===== src/bfe_pkg.sv =====
`timescale 1ns / 1ps
// Shared types and constants for the edge-aware 3x3 box filter.
// No dependencies; used by every module of the filter.
package bfe_pkg;

  // Configuration port.
  localparam int CFG_DATA_BITS  = 11;
  localparam int CFG_INDEX_BITS = 1;
  localparam logic [CFG_INDEX_BITS-1:0] CFG_IMAGE_WIDTH  = 1'b0;
  localparam logic [CFG_INDEX_BITS-1:0] CFG_IMAGE_HEIGHT = 1'b1;

  // Number of in-bounds neighbours that a sum is divided by.
  typedef enum logic [2:0] {
    DIV_BY_1,
    DIV_BY_2,
    DIV_BY_3,
    DIV_BY_4,
    DIV_BY_6,
    DIV_BY_9
  } div_code_t;

  // Per-item control carried from the position counters to the window stage.
  typedef struct packed {
    logic      emit;
    logic      last;
    logic      ok_r0;
    logic      ok_r2;
    logic      ok_c0;
    logic      ok_c2;
    logic      fwd;
    div_code_t div;
  } win_ctrl_t;

endpackage


===== src/bfe_mean_div.sv =====
`timescale 1ns / 1ps
// Division of a neighbourhood sum by 1, 2, 3, 4, 6 or 9 through a reciprocal multiply.
// Depends on bfe_pkg.
module bfe_mean_div #(
  parameter int PIXEL_BITS = 8,
  parameter int SW         = 12
) (
  input  logic [SW-1:0]         sum,
  input  bfe_pkg::div_code_t    div,
  output logic [PIXEL_BITS-1:0] mean
);

  // Four spare bits keep sum * rounding error below one step of the shift.
  localparam int K  = SW + 4;
  localparam int MW = K + 1;
  localparam logic [63:0] ONE_K = 64'd1 << K;
  localparam logic [MW-1:0] RECIP_1 = MW'(ONE_K);
  localparam logic [MW-1:0] RECIP_2 = MW'((ONE_K + 64'd1) / 2);
  localparam logic [MW-1:0] RECIP_3 = MW'((ONE_K + 64'd2) / 3);
  localparam logic [MW-1:0] RECIP_4 = MW'((ONE_K + 64'd3) / 4);
  localparam logic [MW-1:0] RECIP_6 = MW'((ONE_K + 64'd5) / 6);
  localparam logic [MW-1:0] RECIP_9 = MW'((ONE_K + 64'd8) / 9);

  logic [MW-1:0]    recip;
  logic [SW+MW-1:0] product;

  always_comb begin
    unique case (div)
      bfe_pkg::DIV_BY_1: recip = RECIP_1;
      bfe_pkg::DIV_BY_2: recip = RECIP_2;
      bfe_pkg::DIV_BY_3: recip = RECIP_3;
      bfe_pkg::DIV_BY_4: recip = RECIP_4;
      bfe_pkg::DIV_BY_6: recip = RECIP_6;
      bfe_pkg::DIV_BY_9: recip = RECIP_9;
      default:           recip = RECIP_1;
    endcase
  end

  assign product = (SW+MW)'(sum) * (SW+MW)'(recip);
  assign mean    = product[K +: PIXEL_BITS];

endmodule

===== config.mk =====
export PLATFORM = sky130hd
export DESIGN_NAME = bfe_mean_div
export DESIGN_NICKNAME = d
export VERILOG_FILES = /design/src/bfe_pkg.sv /design/src/bfe_mean_div.sv
export SDC_FILE = /design/constraint.sdc
export NUM_CORES = 1
export LEC_CHECK = 0
export BUFFER_PORTS_ARGS = -buffer_cell sky130_fd_sc_hd__buf_2
export CORE_MARGIN = 10
export CORE_UTILIZATION = 50
export DETAILED_ROUTE_END_ITERATION = 16
export PLACE_DENSITY = 0.68
export SYNTH_ARGS = -nofsm -noshare
export SYNTH_HDL_FRONTEND = slang
export SYNTH_SLANG_ARGS = --single-unit

===== constraint.sdc =====
create_clock -name vclk -period 19.3
set_input_delay 3.86 -clock vclk [all_inputs]
set_output_delay 3.86 -clock vclk [all_outputs]
set_load 0.01 [all_outputs]

# --- Word-level counts from Yosys, hierarchy flattened ---
# Index checks and enable logic that the tools add are counted.
op_classes:
  addsub: 0
  n_reduce_logical: 0
  div_mod_pow: 0
  eq_ne: 5
  mux: 1
  shifts: 0
  order_cmp: 0
  n_mul: 1
  bitwise_logic: 0
ops:
  columns: ["op", "count"]
  rows:
  - ["17-bit case mux with 5 select lines", 1]
  - ["12-bit by 17-bit multiplier with 24-bit output", 1]
  - ["3-bit by 2-bit equality test with 1-bit output (second input constant)", 2]
  - ["3-bit equality test (second input constant)", 2]
  - ["3-bit by 1-bit equality test with 1-bit output (second input constant)", 1]
word_totals:
  latch_bits: 0
  romBits: 0
  word_cells: 7
  output_inout_bits: 8
  input_bits: 15
  memories: 0
  mem_bits_rw: 0
  register_bits: 0

# --- Longest topological paths before layout ---
# Gate-level depths: netlist (run 1).
logic_depth:
  ltp_word: 3
  ltp_mapped: 24
  depth_no_buf: 22

# --- Worst setup path before layout (run 1) ---
# OpenSTA, ideal clock, no wires.
synth_path:
  kind: "input-to-output"
  from: "in div[1]"
  to: "out mean[6]"
  arrival_ns: 9.283
  required_time_ns: 15.440
  stages: 22
  slack_ns: 6.157
  n_path_buf: 2
  path_cell_list: "inv_1 > ha_1 > buf_6 > nor4b_2 > clkbuf_1 > and2_1 > inv_1 > fa_1 > inv_1 > fa_1 > fa_1 > fa_1 > inv_1 > fa_1 > inv_1 > ha_1 > and3_1 > a221o_1 > a21oi_1 > o221ai_4 > a21o_1 > a21oi_2"
synth_via:
  elab_chain_len: 3
  word_cells_on_any_way: 7
  cone_classes: "mul (1); eq/ne (5); mux (1)"
synth_rtl:
  columns: ["item", "line", "rtl"]
  rows:
  - ["start, declared", "bfe_mean_div.sv:9", "input bfe_pkg::div_code_t div,"]
  - ["3-bit equality test (tied with other cells)", "bfe_mean_div.sv:28", "unique case (div)"]
  - ["17-bit case mux with 5 select lines (*)", "bfe_mean_div.sv:28", null]
  - ["12-bit by 17-bit multiplier with 24-bit output (*)", "bfe_mean_div.sv:39", "assign product = (SW+MW)'(sum) * (SW+MW)'(recip);"]
  - ["end, declared", "bfe_mean_div.sv:10", "output logic [PIXEL_BITS-1:0] mean"]
# Mark *: on every way between the ends. The rest lies on a longest branch, timed or not.

# --- Final worst setup path (run 1) ---
layout_path:
  from: "in div[1]"
  to: "out mean[5]"
# The elaborated chain is that of the path after synthesis.

==> results.py, run 1 <==
metrics = {
    "status": {
        "run_status": "complete, no violations",
    },
    "floorplanning": {
        "chipWidth_um": 119,
        "die_area_um2": 14200,
        "initial_standard_cell_utilization_of_the_core_pct": 50.8,
        "dieHeight_um": 119,
        "ios": 23,
        "rows": 36,
        "placeableCoreArea_um2": 9640,
    },
    "pwr": {
        "vdd_drop_max_mv": 0.0888,
        "p_leak_uw": 0.00294,
        "power_density_normalized_to_cell_area_nw_per_um2": 42.4,
    },
    "synth": {
        "ys_top_cells_by_count": "sky130_fd_sc_hd__inv_1, sky130_fd_sc_hd__fa_1, sky130_fd_sc_hd__nand2_1, sky130_fd_sc_hd__ha_1, sky130_fd_sc_hd__and2_1",
        "synth_warnings": 0,
        "postSynthCellCount": 550,
        "netlist.area_leader.share_pct": 51.1,
        "yosys.cell_types.count": 41,
        "post_synth_instance_area_um2": 4900,
        "synth.avg_cell_area_um2": 8.91,
        "yosysMostFrequentCell": "sky130_fd_sc_hd__inv_1",
        "synth_seq_area_share_pct": 0,
        "net_count_after_synthesis": 736,
        "post-synth-top-area-cell": "sky130_fd_sc_hd__fa_1",
        "synthTopCellsByArea": "sky130_fd_sc_hd__fa_1, sky130_fd_sc_hd__inv_1, sky130_fd_sc_hd__ha_1",
    },
    "layout": {
        "antenna_cells_inserted": 0,
        "final-instance-count-excl-fill": 699,
        "num-nets-final": 754,
        "fill_cells": 948,
        "utilization_pct": 53.5,
        "layout-drive-gt1-share_pct": 5.30,
        "syn2layout_area_growth_pct": 5.21,
        "fin_area_um2": 5150,
        "final-seq-area_um2": 0,
        "area_occupied_by_multi_input_gates_um2": 4120,
        "flip_flop_and_latch_count": 0,
        "clock_buffer_count": 0,
    },
    "run": {
        "max_cap_viol_count": 0,
    },
    "clock_tree": {
        "cts-hold-fix-buffers": 0,
        "cts_setup_buffers": 0,
        "post_cts.resized_instances": 0,
    },
    "grt": {
        "top_usage_layer": "met2",
        "groute.layer.met1.usage_pct": 23.4,
        "grt.met3_usage_pct": 1.42,
        "first_global_vias": 3999,
        "gr-total-overflow": 0,
        "antenna_violations_before_repair": 0,
        "groute.usage.overall_pct": 17.0,
        "grt_first_pass_wirelength_um": 20000,
        "grt_use_met2_pct": 29.0,
        "grt_start_max_net_pins": 15,
    },
    "drt": {
        "vias_per_cell": 5.01,
        "drc": 0,
        "drt-wirelength-per-cell_um": 16.5,
        "first_iter_violations": 178,
        "postRouteAntennaNets": 0,
        "iteration_count_of_the_initial_detailed_routing_pass": 4,
        "via_count": 3504,
        "finalWirelength_um": 11500,
    },
    "placement": {
        "place.gp.congestion": 1.08,
        "io_buffer_count": 23,
        "dp.cells": 699,
        "dpl.hpwl_um": 10600,
        "placed_area_um2": 5150,
    },
    "sta": {
        "timing.final.setup_violations": 0,
        "finalHoldViolCount": 0,
        "worst_slew_pin_slew_ps": 985,
        "worst_hold_slack_ps": 8610,
        "layout_min_cycle_time_ps": 14100,
        "layout_worst_path_cycle_share_pct": 73.1,
        "rsz0062_at_grt": "no",
        "max_slew_violations": 0,
        "slew-limit-headroom_pct": 34.3,
        "final.setup.tns_ps": 0,
        "max_clock_freq_mhz": 70.9,
    },
    "critical_path": {
        "crit_path_cell_trace": "buf_2, inv_1, ha_1, a21oi_1, nand2_1, fa_1, fa_1, inv_1, fa_1, fa_1, inv_1, fa_1, inv_1, ha_1, a21o_1, a221o_1, a21oi_1, o22ai_1, nor4b_1, a211oi_1, buf_2",
        "worst_setup_path_end_kind": "primary output",
        "crit_path_max_fo": 12,
        "critPathTopFamily": "adder cells",
        "cp_data_required_time_ps": 15440,
        "cp-start-kind": "primary input",
        "worst_path_largest_cell_delay_ps": 810,
        "critical_path.slowest_cell": "sky130_fd_sc_hd__a21oi_1",
        "data_arrival_time_of_the_worst_path_ps": 10240,
        "worst_path_buf_inv": 6,
        "critical_path_class": "in -> out",
        "path_common_cell": "sky130_fd_sc_hd__fa_1",
    },
    "worst_hold_path": {
        "min-delay-path-class": "in -> out",
    },
}
-- worst paths after layout --
kind	startpoint	endpoint	depth (start not counted)
max	div[1]	mean[5]	21
min	sum[9]	mean[7]	8
-- logic make-up after synthesis --
kind of cell | Yosys count | share of synthesized area, %
and+or+nand+nor | 115 | 12.4
AOI/OAI and AO/OA | 44 | 6.31
xor gates and xnor gates | 13 | 2.32
muxes | 1 | 0.204
adders and majority gates | 171 | 62.8
buffers and inverters | 206 | 15.9
-- through the flow --
| step | total power [µW] | setup slack, ps |
|---|---|---|
| 2_1_floorplan | 155 | 6160 |
| 3_3_place_gp | 213 | 5350 |
| 3_5_place_dp | 218 | 5270 |
| 4_1_cts | 221 | 5250 |
| 5_1_grt | 251 | 4840 |
| 6_report | 219 | 5200 |
-- power by group --
group	switching (µW)	internal (µW)	total, µW
sequential	0	0	0
clock	0	0	0
combinational	129	89.2	219
-- area by class of cell --
class	instances	area share [%]
Tap cell	133	3.23
Inverter	197	14.3
Timing Repair Buffer	25	2.52
Multi-Input combinational cell	344	79.9
-- tightest hold or removal path, delay by kind of cell --
| family | cells | cell delay [ps] |
|---|---|---|
| buffers and inverters | 2 | 280 |
| and+or+nand+nor | 1 | 90 |
| xor gates and xnor gates | 3 | 370 |
| AOI/OAI and AO/OA | 2 | 150 |
-- cell usage in the layout (no fill, tap or decap), types with 2 or more instances in the layout --
cell / count
sky130_fd_sc_hd__nor2b_1: 2
sky130_fd_sc_hd__inv_1: 197
sky130_fd_sc_hd__buf_2: 23
sky130_fd_sc_hd__xor2_1: 4
sky130_fd_sc_hd__a21o_1: 6
sky130_fd_sc_hd__fa_1: 125
sky130_fd_sc_hd__a21oi_1: 11
sky130_fd_sc_hd__buf_4: 2
sky130_fd_sc_hd__or3_1: 2
sky130_fd_sc_hd__nand2_1: 54
sky130_fd_sc_hd__nand3_1: 2
sky130_fd_sc_hd__o21ai_1: 2
sky130_fd_sc_hd__nor4b_2: 2
sky130_fd_sc_hd__and3_1: 9
sky130_fd_sc_hd__ha_1: 46
sky130_fd_sc_hd__o21ai_0: 7
sky130_fd_sc_hd__and2_1: 36
sky130_fd_sc_hd__a211oi_1: 5
sky130_fd_sc_hd__xnor2_1: 9
-- layer usage --
metal / wire (µm) / vias to the layer above
li1: - / 1625
met1: 5060 / 1766
met2: 5700 / 95
met3: 560 / 18
met4: 231 / 0
met5: 0 / -
No activity file was read; power rests on OpenSTA's default activity.
==> run 2: changes to the inputs <==
==> constraint.sdc (replaced) <==
create_clock -name vclk -period 14.3
set_input_delay 2.86 -clock vclk [all_inputs]
set_output_delay 2.86 -clock vclk [all_outputs]
set_load 0.01 [all_outputs]
==> results.py, run 2 (synthesis results as in run 1) <==
metrics = {
    "critical_path": {
        "data_arrival_time_of_the_worst_path_ps": 9250,
        "worst_path_largest_cell_delay_ps": 580,
        "critical_path.slowest_cell": "sky130_fd_sc_hd__or3_1",
        "startpoint": "div[1]",
        "critical_path_class": "in -> out",
        "crit_path_cell_trace": "buf_2, inv_1, ha_1, nor4b_2, buf_4, or3_1, and2_1, fa_1, inv_1, fa_1, inv_1, fa_1, fa_1, inv_1, fa_1, inv_1, ha_1, a21o_1, a221o_1, a21oi_1, o221ai_4, a211oi_1, o2bb2ai_1, buf_2",
        "crit_path_max_fo": 14,
        "worst_setup_path_end_kind": "primary output",
        "cp-start-kind": "primary input",
        "cp_data_required_time_ps": 11440,
    },
    "clock_tree": {
        "cts_setup_buffers": 0,
        "cts-hold-fix-buffers": 0,
        "post_cts.resized_instances": 0,
    },
    "worst_hold_path": {
        "endpoint_with_the_worst_hold_slack": "mean[7]",
        "holdPathStages": 7,
        "min-delay-path-class": "in -> out",
        "hp-start": "sum[8]",
    },
    "sta": {
        "timing.final.setup_violations": 0,
        "rsz0062_at_grt": "no",
        "worst_slew_pin_slew_ps": 955,
        "layout_worst_path_cycle_share_pct": 84.7,
        "final.setup.tns_ps": 0,
        "max_slew_violations": 0,
        "layout_min_cycle_time_ps": 12110,
        "max_clock_freq_mhz": 82.6,
        "slew-limit-headroom_pct": 36.3,
        "worst_hold_slack_ps": 6600,
        "finalHoldViolCount": 0,
    },
    "drt": {
        "vias_per_cell": 5.05,
        "drc": 0,
        "via_count": 3529,
        "drt-wirelength-per-cell_um": 16.8,
        "iteration_count_of_the_initial_detailed_routing_pass": 4,
        "first_iter_violations": 130,
        "finalWirelength_um": 11800,
        "postRouteAntennaNets": 0,
    },
    "layout": {
        "syn2layout_area_growth_pct": 5.21,
        "utilization_pct": 53.5,
        "area_occupied_by_multi_input_gates_um2": 4120,
        "most-common-layout-cells": "sky130_fd_sc_hd__inv_1, sky130_fd_sc_hd__fa_1, sky130_fd_sc_hd__nand2_1",
        "layout-drive-gt1-share_pct": 5.30,
        "num-nets-final": 754,
        "final_common_cell": "sky130_fd_sc_hd__inv_1",
        "fill_cells": 935,
        "clock_buffer_count": 0,
        "fin_area_um2": 5150,
        "antenna_cells_inserted": 0,
        "flip_flop_and_latch_count": 0,
        "final-instance-count-excl-fill": 699,
        "final-seq-area_um2": 0,
    },
    "placement": {
        "dpl.hpwl_um": 10700,
        "placed_area_um2": 5150,
        "dp.cells": 699,
        "io_buffer_count": 23,
        "place.gp.congestion": 1.08,
    },
    "floorplanning": {
        "placeableCoreArea_um2": 9640,
        "initial_standard_cell_utilization_of_the_core_pct": 50.8,
        "chipWidth_um": 119,
        "dieHeight_um": 119,
        "die_area_um2": 14200,
        "rows": 36,
        "ios": 23,
    },
    "pwr": {
        "power_density_normalized_to_cell_area_nw_per_um2": 57.2,
        "p_leak_uw": 0.00294,
        "vdd_drop_max_mv": 0.119,
    },
    "grt": {
        "groute.usage.overall_pct": 17.5,
        "antenna_violations_before_repair": 0,
        "grt_first_pass_wirelength_um": 20400,
        "grt_start_max_net_pins": 15,
        "gr-total-overflow": 0,
        "first_global_vias": 4038,
    },
    "run": {
        "max_cap_viol_count": 0,
    },
    "status": {
        "run_status": "complete, no violations",
    },
}
==> run 2: cell counts in the layout (fill, tap and decap cells not counted) <==
No cell type changed its count.
==> run 2: stage by stage <==
stage | setup WS (ps) | power, µW
2_1_floorplan | 3160 | 209
3_3_place_gp | 2350 | 288
3_5_place_dp | 2220 | 295
4_1_cts | 2220 | 299
5_1_grt | 1810 | 338
6_report | 2190 | 295
==> run 2: how the worst max path moves through the flow <==
stage,end,cells past startpoint
floorplan,mean[6],22
global placement,mean[5],24
detailed placement,mean[5],24
CTS,mean[5],24
global route,mean[4],23
finish,mean[7],24
==> run 2: critical path: cells and delay by family <==
kind,cells,cell delay [ps]
buffers and inverters,8,800
adder cells (fa/ha/maj),7,3290
AO/OA/AOI/OAI,6,1350
AND/OR/NAND/NOR,3,940
==> run 2: layout make-up <==
| cell class | instances | share of cell area, % |
|---|---|---|
| inverter | 197 | 14.3 |
| multi-input combinational | 344 | 79.9 |
| tap | 133 | 3.23 |
| timing repair buffer | 25 | 2.52 |
==> run 2: where the power goes <==
group / internal [µW] / switching (µW) / total (µW)
Clock: 0 / 0 / 0
Sequential: 0 / 0 / 0
Combinational: 120 / 174 / 295
==> run 2: layer usage <==
| metal | GRT usage (%) | vias to the layer above | part of all wire, % |
|---|---|---|---|
| met5 | 0 | - | 0 |
| met1 | 23.1 | 1787 | 42 |
| met2 | 30.3 | 99 | 51 |
| met4 | 3.82 | 0 | 2.2 |
| li1 | - | 1627 | - |
| met3 | 1.75 | 16 | 4.6 |
